===== src/sv/hsvc_pkg.sv =====
`timescale 1ns / 1ps
// ----------------------------------------------------------------------------
// hsvc_pkg
// Shared types and constants of the HSV to ARGB converter pipeline.
// ----------------------------------------------------------------------------
package hsvc_pkg;

  localparam int unsigned HueW       = 15;
  localparam int unsigned ByteW      = 8;
  localparam int unsigned FracW      = 12;
  localparam int unsigned SectorSpan = 3840;
  localparam int unsigned FullScale  = 255;
  localparam int unsigned ScaleDen   = SectorSpan * FullScale;   // 979200
  localparam int unsigned ProdW      = 20;                       // frac * sat
  localparam int unsigned WideW      = 28;                       // val * (D - frac*sat)
  localparam int unsigned CoarseW    = WideW - 8;                // product >> 8
  // ceil(2^32 / 3825), exact floor division for inputs below 2^20
  localparam int unsigned Recip      = 1122868;
  localparam int unsigned RecipW     = 21;
  localparam int unsigned RecipShift = 32;

  typedef enum logic [2:0] {
    SECTOR_RED_YELLOW    = 3'd0,
    SECTOR_YELLOW_GREEN  = 3'd1,
    SECTOR_GREEN_CYAN    = 3'd2,
    SECTOR_CYAN_BLUE     = 3'd3,
    SECTOR_BLUE_MAGENTA  = 3'd4,
    SECTOR_MAGENTA_RED   = 3'd5
  } sector_t;

  typedef struct packed {
    logic                 valid;
    sector_t              sector;
    logic [FracW-1:0]     frac;
    logic [ByteW-1:0]     sat;
    logic [ByteW-1:0]     val;
    logic [ByteW-1:0]     alp;
  } split_t;

  typedef struct packed {
    logic                 valid;
    sector_t              sector;
    logic [ByteW-1:0]     val;
    logic [ByteW-1:0]     alp;
    logic [ByteW-1:0]     pv;
    logic [ByteW-1:0]     qv;
    logic [ByteW-1:0]     tv;
  } scaled_t;

endpackage


===== src/sv/hsvc_sector.sv =====
`timescale 1ns / 1ps
// ----------------------------------------------------------------------------
// hsvc_sector
// First pipeline stage: splits hue into sector (mod 6) and in-sector fraction.
// ----------------------------------------------------------------------------
module hsvc_sector (
  input  logic                          clk,
  input  logic                          rst,
  input  logic                          in_valid,
  input  logic [hsvc_pkg::HueW-1:0]     hue,
  input  logic [hsvc_pkg::ByteW-1:0]    saturation,
  input  logic [hsvc_pkg::ByteW-1:0]    brightness,
  input  logic [hsvc_pkg::ByteW-1:0]    opacity,
  output hsvc_pkg::split_t              split
);

  logic [6:0]                      hue_coarse;
  logic [3:0]                      raw;
  logic [3:0]                      raw_mod;
  logic [hsvc_pkg::HueW-1:0]       base;
  logic [hsvc_pkg::HueW-1:0]       frac_full;

  // hue / 3840 == (hue >> 8) / 15
  assign hue_coarse = hue[hsvc_pkg::HueW-1:8];

  always_comb begin
    raw = '0;
    for (int k = 1; k <= 8; k++) begin
      if (hue_coarse >= 7'(k * 15)) begin
        raw = raw + 4'd1;
      end
    end
  end

  assign raw_mod   = (raw >= 4'd6) ? raw - 4'd6 : raw;
  assign base      = hsvc_pkg::HueW'(raw) * hsvc_pkg::HueW'(hsvc_pkg::SectorSpan);
  assign frac_full = hue - base;

  always_ff @(posedge clk) begin
    if (rst) begin
      split.valid <= 1'b0;
    end else begin
      split.valid <= in_valid;
    end
    split.sector <= hsvc_pkg::sector_t'(raw_mod[2:0]);
    split.frac   <= frac_full[hsvc_pkg::FracW-1:0];
    split.sat    <= saturation;
    split.val    <= brightness;
    split.alp    <= opacity;
  end

endmodule


===== src/sv/hsvc_scale.sv =====
`timescale 1ns / 1ps
// ----------------------------------------------------------------------------
// hsvc_scale
// Three pipeline stages computing the p, q and t channel bytes.
// ----------------------------------------------------------------------------
module hsvc_scale (
  input  logic               clk,
  input  logic               rst,
  input  hsvc_pkg::split_t   split,
  output hsvc_pkg::scaled_t  scaled
);

  localparam int unsigned PW = hsvc_pkg::ProdW;
  localparam int unsigned WW = hsvc_pkg::WideW;
  localparam int unsigned CW = hsvc_pkg::CoarseW;
  localparam int unsigned BW = hsvc_pkg::ByteW;
  localparam int unsigned MW = CW + hsvc_pkg::RecipW;

  // stage A: fraction products
  logic                  a_valid;
  hsvc_pkg::sector_t     a_sector;
  logic [BW-1:0]         a_val;
  logic [BW-1:0]         a_alp;
  logic [PW-1:0]         a_fs;
  logic [PW-1:0]         a_gs;
  logic [2*BW-1:0]       a_pnum;

  // stage B: wide products and p
  logic                  b_valid;
  hsvc_pkg::sector_t     b_sector;
  logic [BW-1:0]         b_val;
  logic [BW-1:0]         b_alp;
  logic [BW-1:0]         b_pv;
  logic [WW-1:0]         b_qprod;
  logic [WW-1:0]         b_tprod;

  logic [hsvc_pkg::FracW-1:0] frac_rest;
  logic [PW-1:0]         qn;
  logic [PW-1:0]         tn;
  logic [2*BW:0]         p_sum;
  logic [MW-1:0]         q_mul;
  logic [MW-1:0]         t_mul;

  assign frac_rest = hsvc_pkg::FracW'(hsvc_pkg::SectorSpan) - split.frac;

  always_ff @(posedge clk) begin
    if (rst) begin
      a_valid <= 1'b0;
    end else begin
      a_valid <= split.valid;
    end
    a_sector <= split.sector;
    a_val    <= split.val;
    a_alp    <= split.alp;
    a_fs     <= PW'(split.frac) * PW'(split.sat);
    a_gs     <= PW'(frac_rest) * PW'(split.sat);
    a_pnum   <= (2*BW)'(split.val) * (2*BW)'(BW'(hsvc_pkg::FullScale) - split.sat);
  end

  assign qn    = PW'(hsvc_pkg::ScaleDen) - a_fs;
  assign tn    = PW'(hsvc_pkg::ScaleDen) - a_gs;
  // x / 255 for x <= 255*255
  assign p_sum = (2*BW+1)'(a_pnum) + (2*BW+1)'(a_pnum >> 8) + (2*BW+1)'(1);

  always_ff @(posedge clk) begin
    if (rst) begin
      b_valid <= 1'b0;
    end else begin
      b_valid <= a_valid;
    end
    b_sector <= a_sector;
    b_val    <= a_val;
    b_alp    <= a_alp;
    b_pv     <= p_sum[2*BW-1:BW];
    b_qprod  <= WW'(a_val) * WW'(qn);
    b_tprod  <= WW'(a_val) * WW'(tn);
  end

  // x / 979200 == (x >> 8) / 3825, by reciprocal
  assign q_mul = MW'(b_qprod[WW-1:8]) * MW'(hsvc_pkg::Recip);
  assign t_mul = MW'(b_tprod[WW-1:8]) * MW'(hsvc_pkg::Recip);

  always_ff @(posedge clk) begin
    if (rst) begin
      scaled.valid <= 1'b0;
    end else begin
      scaled.valid <= b_valid;
    end
    scaled.sector <= b_sector;
    scaled.val    <= b_val;
    scaled.alp    <= b_alp;
    scaled.pv     <= b_pv;
    scaled.qv     <= q_mul[hsvc_pkg::RecipShift+BW-1:hsvc_pkg::RecipShift];
    scaled.tv     <= t_mul[hsvc_pkg::RecipShift+BW-1:hsvc_pkg::RecipShift];
  end

endmodule


===== src/sv/hsv_to_argb_converter.sv =====
`timescale 1ns / 1ps
// ----------------------------------------------------------------------------
// hsv_to_argb_converter
// Six-sector HSV to 8-bit ARGB conversion, fully pipelined.
// ----------------------------------------------------------------------------
// One color word is taken in every clock cycle: busy is always low, so a
// word is accepted whenever start is high. Each word passes through five
// register stages: sector split, fraction products, value products,
// reciprocal scaling and channel select. Its result then appears on the
// result ports, marked by done for one cycle, and must be taken then; the
// receiver cannot stall the pipeline.
module hsv_to_argb_converter (
  input  logic                          clk,
  input  logic                          rst,
  input  logic                          start,
  output logic                          busy,
  input  logic [hsvc_pkg::HueW-1:0]     hue,
  input  logic [hsvc_pkg::ByteW-1:0]    saturation,
  input  logic [hsvc_pkg::ByteW-1:0]    brightness,
  input  logic [hsvc_pkg::ByteW-1:0]    opacity,
  output logic                          done,
  output logic [hsvc_pkg::ByteW-1:0]    red,
  output logic [hsvc_pkg::ByteW-1:0]    green,
  output logic [hsvc_pkg::ByteW-1:0]    blue,
  output logic [hsvc_pkg::ByteW-1:0]    alpha_out,
  output logic [4*hsvc_pkg::ByteW-1:0]  packed_argb
);

  hsvc_pkg::split_t   split;
  hsvc_pkg::scaled_t  scaled;
  logic [hsvc_pkg::ByteW-1:0] r_next;
  logic [hsvc_pkg::ByteW-1:0] g_next;
  logic [hsvc_pkg::ByteW-1:0] b_next;

  assign busy = 1'b0;

  hsvc_sector u_sector (
    .clk        (clk),
    .rst        (rst),
    .in_valid   (start && !busy),
    .hue        (hue),
    .saturation (saturation),
    .brightness (brightness),
    .opacity    (opacity),
    .split      (split)
  );

  hsvc_scale u_scale (
    .clk    (clk),
    .rst    (rst),
    .split  (split),
    .scaled (scaled)
  );

  always_comb begin
    unique case (scaled.sector)
      hsvc_pkg::SECTOR_RED_YELLOW: begin
        r_next = scaled.val; g_next = scaled.tv;  b_next = scaled.pv;
      end
      hsvc_pkg::SECTOR_YELLOW_GREEN: begin
        r_next = scaled.qv;  g_next = scaled.val; b_next = scaled.pv;
      end
      hsvc_pkg::SECTOR_GREEN_CYAN: begin
        r_next = scaled.pv;  g_next = scaled.val; b_next = scaled.tv;
      end
      hsvc_pkg::SECTOR_CYAN_BLUE: begin
        r_next = scaled.pv;  g_next = scaled.qv;  b_next = scaled.val;
      end
      hsvc_pkg::SECTOR_BLUE_MAGENTA: begin
        r_next = scaled.tv;  g_next = scaled.pv;  b_next = scaled.val;
      end
      default: begin
        r_next = scaled.val; g_next = scaled.pv;  b_next = scaled.qv;
      end
    endcase
  end

  always_ff @(posedge clk) begin
    if (rst) begin
      done <= 1'b0;
    end else begin
      done <= scaled.valid;
    end
    red         <= r_next;
    green       <= g_next;
    blue        <= b_next;
    alpha_out   <= scaled.alp;
    packed_argb <= {scaled.alp, r_next, g_next, b_next};
  end

  // every result traces back to an input word taken on start
  a_done_source: assert property (@(posedge clk) disable iff (rst)
    done |-> $past(start, 5))
    else $error("result without a matching input word");

  a_packed: assert property (@(posedge clk) disable iff (rst)
    done |-> packed_argb == {alpha_out, red, green, blue})
    else $error("packed word disagrees with channel bytes");

  a_alpha: assert property (@(posedge clk) disable iff (rst)
    done |-> alpha_out == $past(opacity, 5))
    else $error("alpha lost alignment with its word");

  // zero saturation gives a gray
  a_gray: assert property (@(posedge clk) disable iff (rst)
    (done && $past(saturation, 5) == 8'd0) |-> (red == green && green == blue))
    else $error("gray input produced a tinted result");

endmodule

===== config.mk =====
export PLATFORM = sky130hd
export DESIGN_NAME = hsv_to_argb_converter
export DESIGN_NICKNAME = d
export VERILOG_FILES = /design/src/sv/hsvc_pkg.sv /design/src/sv/hsvc_sector.sv /design/src/sv/hsvc_scale.sv /design/src/sv/hsv_to_argb_converter.sv
export SDC_FILE = /design/constraint.sdc
export NUM_CORES = 2
export LEC_CHECK = 0
export BUFFER_PORTS_ARGS = -buffer_cell sky130_fd_sc_hd__buf_2
export CORE_UTILIZATION = 65
export DETAILED_ROUTE_END_ITERATION = 7
export GPL_ROUTABILITY_DRIVEN = 0
export PLACE_DENSITY = 0.81
export SLEW_MARGIN = 20
export SYNTH_ARGS = -nofsm -noshare
export SYNTH_HDL_FRONTEND = slang
export SYNTH_SLANG_ARGS = --single-unit

===== constraint.sdc =====
create_clock -name clk -period 7.7 [get_ports clk]
set_input_delay 0.77 -clock clk [delete_from_list [all_inputs] [get_ports clk]]
set_output_delay 0.77 -clock clk [all_outputs]
set_load 0.02 [all_outputs]

* Word-level counts from Yosys, hierarchy flattened
Cells that the tools add are included.
** Storage, ports and cells
- Output and inout port bits :: 66
- Bits in registers :: 309
- Word-level logic and storage cells :: 86
** Cells by class
- $lt $le $gt $ge :: 9
- Reductions and logical operators :: 5
- Mux-type cells :: 12
- Add/sub/neg operators :: 15
- Eq/ne operators :: 4
- $mul :: 8
** Operators by type and width (count)
- $mul A20 B19 Y38 const B :: 2
- $pmux W8 S3 :: 3
- $mul A8 B20 Y28 :: 2
- $mul A12 B8 Y20 :: 2
- $sub A20 B20 Y20 const A :: 2
- $ge A7 B7 Y1 const B :: 4
- $mux W4 :: 7
- $add A4 B1 Y4 const B :: 6
- $add A16 B1 Y16 const B :: 1
- $add A16 B8 Y16 :: 1
- $mul A8 B16 Y16 :: 1
- $ge A7 B6 Y1 const B :: 2
- $sub A12 B12 Y12 :: 1
- $sub A12 B12 Y12 const A :: 1
- $sub A8 B8 Y9 const A :: 1
- $reduce_or A2 Y1 :: 4
- $ge A7 B4 Y1 const B :: 1
- $ge A7 B5 Y1 const B :: 1
- $eq A3 B2 Y1 const B :: 2
- $ge A4 B3 Y1 const B :: 1
- $mul A4 B1 Y4 const B :: 1
- $eq A3 B1 Y1 const B :: 1
- $eq A3 B3 Y1 const B :: 1
- $logic_not A3 Y1 :: 1
- other kinds (4) :: 4

* Longest topological paths before layout
- Depth in word-level cells :: 18
- Mapped depth :: 29
- Mapped depth without buffers :: 28

* Hierarchy
Synthesis repeated with hierarchy kept, for this count alone.
** Second synthesis, totals
- Cell total of the unflattened synthesis :: 3694
- Area, all modules :: 35211.3 um2
** By module, submodules not included
- hsvc_scale :: cells each 3288, sequential area each 3743.6 um2, times used 1, area an instance 31139.9 um2
- hsv_to_argb_converter :: cells each 218, sequential area each 660.6 um2, times used 1, area an instance 2067.0 um2
- hsvc_sector :: cells each 188, sequential area each 800.8 um2, times used 1, area an instance 2004.4 um2

* Worst setup path before layout
Ideal clock, no wire load.
- Path type :: reg-to-reg
- Start point :: reg u_scale.a_fs[4]
- End point :: reg u_scale.b_qprod[27]
- Period minus slack after synthesis :: 6.554 ns
- Library setup time :: 0.115 ns
- Data arrival time :: 6.438 ns
- Slack :: 1.146 ns
- Required time :: 7.585 ns
- Stages on the path, launching flop included :: 25
- Cells stage by stage :: dfxtp_1 or3_1 nor4_1 nand2_1 a21o_1 or3_1 and3_1 xnor2_1 nor2b_1 fa_1 fa_1 fa_1 inv_1 fa_1 inv_1 ha_1 a21o_1 a21o_1 a21o_1 a21o_1 a221oi_1 o21a_1 o21ai_1 or4_1 and3_1
** On the way
- Longest elaborated chain between the ends :: 2
** Ends and longest elaborated chain
- start, declared :: line hsvc_scale.sv:24 : logic [PW-1:0] a_fs;
- start signal, assigned :: line hsvc_scale.sv:55 : a_fs <= PW'(split.frac) * PW'(split.sat);
- $sub A20 B20 Y20 :: line hsvc_scale.sv:60 : assign qn = PW'(hsvc_pkg::ScaleDen) - a_fs;
- $mul A8 B20 Y28 :: line hsvc_scale.sv:75 : b_qprod <= WW'(a_val) * WW'(qn);
- end signal, assigned :: line hsvc_scale.sv:75
- end, declared :: line hsvc_scale.sv:34 : logic [WW-1:0] b_qprod;
No other way between the ends.
A chain may end at the register's enable or synchronous reset.

* Final worst setup path
Ends and elaborated chain as after synthesis.

==> results_dict.tcl <==
set metrics [dict create \
    outcome "completed" \
    crit_arrival_ps 7510 \
    crit_path_end_kind "register" \
    maxSlewViolCount 0 \
    synthArstFlopShare_pct 0 \
    holdPathStages 1 \
    synthesis.area_mm2 0.0344 \
    worstHoldPathType "in -> reg" \
    ctsResizeCount 0 \
    final_cell_mix "756 x inv_1, 553 x ha_1, 507 x fa_1" \
    synth-edff-count 0 \
    grt_util_all_layers_pct 26.8 \
    synth.avg_cell_area_um2 9.55 \
    slew_headroom_pct 25.8 \
    num_vias 23401 \
    ys_seq_area_share_pct 15.1 \
    final_common_cell "inv_1" \
    cts_max_level 1 \
    area_delta_synth_final_pct 5.88 \
    cp_max_fo 8 \
    grt_pass1_vias 24715 \
    die_h_um 232 \
    synth_nets 4705 \
    dr.pass1.iters 5 \
    port_buffers 106 \
    setup_ws_ps 668 \
    grt_max_degree 59 \
    core-area_mm2 0.0518 \
    nFillCells 3900 \
    critPathMaxStageDelay_ps 550 \
    die_w_um 232 \
    wl_um 69200 \
    synth_seq_cells 260 \
    fmax_ghz 0.142 \
    synth_ff_type "dfxtp_1" \
    finalHoldViolations 0 \
    cp_cell_sequence "or3_1 > nor4_1 > nand2_1 > a21o_1 > or3_1 > nand3_1 > xor2_1 > and2_1 > fa_1 > fa_1 > fa_1 > inv_1 > fa_1 > inv_1 > ha_1 > a21o_1 > a21o_1 > a21o_1 > a21o_1 > a221oi_1 > o21a_1 > o21ai_1 > or4_1 > and3_1" \
    netlist_instances 3603 \
    cap_violations 0 \
    postLayoutCellArea_mm2 0.0364 \
    synth.distinct_cells 79 \
    cts_tree "yes" \
    crit_cells 24 \
    cpLargestDelayFamily "adder cells" \
    worstSetupPathType "reg -> reg" \
    cts_buffers 29 \
    cts.clk_slew.worst_paths_ps 70 \
    finalSetupViolations 0 \
    yosysWarnings 0 \
    antenna_found_initial 0 \
    drt-wirelength-per-cell_um 15.9 \
    clk_path_buf_depth 3 \
    dp_slack_ps 658 \
    finalCritPeriodShare_pct 91.3 \
    viasPerCell 5.39 \
    io_pins 108 \
    dpl.hpwl_um 55600 \
    initial_core_util_pct 66.4 \
    critical_path.startpoint_type "register" \
    clock-sinks 260 \
    row_count 83 \
    worst_slew_pin_slew_ps 1110 \
    ctsHoldBuffers 0 \
    first_iter_violations 1356 \
    fin_crit_ps 7030 \
    postRouteAntennaNets 0 \
    nets 4744 \
    drc 0 \
    post_cts_buffers 0 \
    clockRootBuffer "clkbuf_16" \
    grt_pass1_wl_um 118000 \
    die_area_mm2 0.0538 \
    overflow 0 \
    drive_above_1_share_pct 6.22 \
    rsz0062_at_grt "no" \
    required_ps 8180 \
    crit_top_cell "a21o_1" \
    cpMaxStageDelayCell "fa_1" \
    tns_ps 0 \
    postPlaceCellArea_mm2 0.0354 \
    antennaDiodeCount 0 \
    cp_num_buf_inv 2 \
    reg2reg_depth 24 \
    fin_skew_ps 25.9 \
    clk_latency_ps 600 \
]
==> area by class of cell <==
class | count | area, um^2 | area share [%]
Multi-Input combinational cell | 2466 | 25800 | 70.8
Sequential cell | 260 | 5210 | 14.3
Inverter | 756 | 2840 | 7.79
Tap cell | 680 | 851 | 2.34
Clock buffer | 35 | 778 | 2.14
Timing Repair Buffer | 129 | 703 | 1.93
Clock inverter | 19 | 272 | 0.745
==> metal layers <==
metal | routed length [um] | share of wire [%] | vias up | track usage (%)
met3 | 3440 | 5.0 | 97 | 2.89
met5 | 0 | 0 | - | 0
li1 | - | - | 11270 | -
met4 | 1380 | 2.0 | 0 | 6.48
met2 | 33300 | 48 | 567 | 45.6
met1 | 31000 | 45 | 11467 | 36.7
==> synthesized netlist by cell type, types with 6 or more instances <==
cell type	count	share of area, %
a211oi_1	15	0.33
a21o_1	28	0.61
a21oi_1	83	1.2
a31o_2	7	0.18
a31oi_1	11	0.20
and2_1	280	5.1
and3_1	15	0.27
buf_4	34	0.74
clkbuf_1	79	0.86
dfxtp_1	260	15
fa_1	507	30
ha_1	553	20
inv_1	756	8.2
mux2_2	19	0.62
mux2i_1	21	0.61
nand2_1	232	2.5
nand2b_1	46	0.84
nand3_1	28	0.41
nand4_1	14	0.25
nor2_1	82	0.89
nor2b_1	123	2.2
nor3_1	30	0.44
nor4_1	6	0.11
o211ai_1	6	0.13
o21a_1	22	0.48
o21ai_0	66	0.96
o21bai_1	6	0.13
o22ai_1	8	0.15
or2_2	6	0.11
or3_1	7	0.13
xnor2_1	104	2.6
xor2_1	57	1.5
==> path summary, 6_finish.rpt <==
kind,from,end,slack (ps)
max,u_scale.a_fs[4]$_DFF_P_,u_scale.b_qprod[27]$_DFF_P_,670
min,brightness[1],u_sector.split[9]$_DFF_P_,270
max reg2reg,u_scale.a_fs[4]$_DFF_P_,u_scale.b_qprod[27]$_DFF_P_,670
min reg2reg,u_sector.split[5]$_DFF_P_,u_scale.a_alp[5]$_DFF_P_,320
==> stage by stage <==
step	hold WS, ps	instances	util [%]
finish	274	4345	70.3
global route	244	4345	70.3
CTS	244	4345	70.3
detailed placement	312	4291	68.2
global placement	310	4291	68.2
floorplan	310	3603	-
==> logic make-up (layout without fill, tap and decap cells) <==
logic type	after synthesis	in the layout	share of synthesized area (%)
AO/OA/AOI/OAI	307	307	5.82
XOR/XNOR	165	165	4.31
adder cells (fa/ha/maj)	1060	1060	49.6
buffers and inverters	877	939	9.95
flip-flops	260	260	15.1
multiplexers	40	40	1.23
other	1	1	0.0109
AND/OR/NAND/NOR	893	893	13.9
==> state kept, by name, indices dropped and copies added (netlist names) <==
| signal | cells |
|---|---|
| u_scale.b_val | 8 |
| u_scale.a_valid | 1 |
| done | 1 |
| u_scale.b_valid | 1 |
| u_scale.a_sector | 3 |
| u_scale.b_sector | 3 |
| alpha_out | 1 |
| u_sector.split | 40 |
| u_scale.b_pv | 8 |
| u_scale.scaled | 44 |
| u_scale.a_val | 8 |
| u_scale.a_pnum | 16 |
| u_scale.b_alp | 8 |
| packed_argb | 31 |
| u_scale.b_tprod | 20 |
| u_scale.a_alp | 8 |
| u_scale.b_qprod | 20 |
| u_scale.a_gs | 19 |
| u_scale.a_fs | 20 |
Power is not shown: default switching activity piles up to over one toggle a cycle in this logic, so the estimate is an artifact.
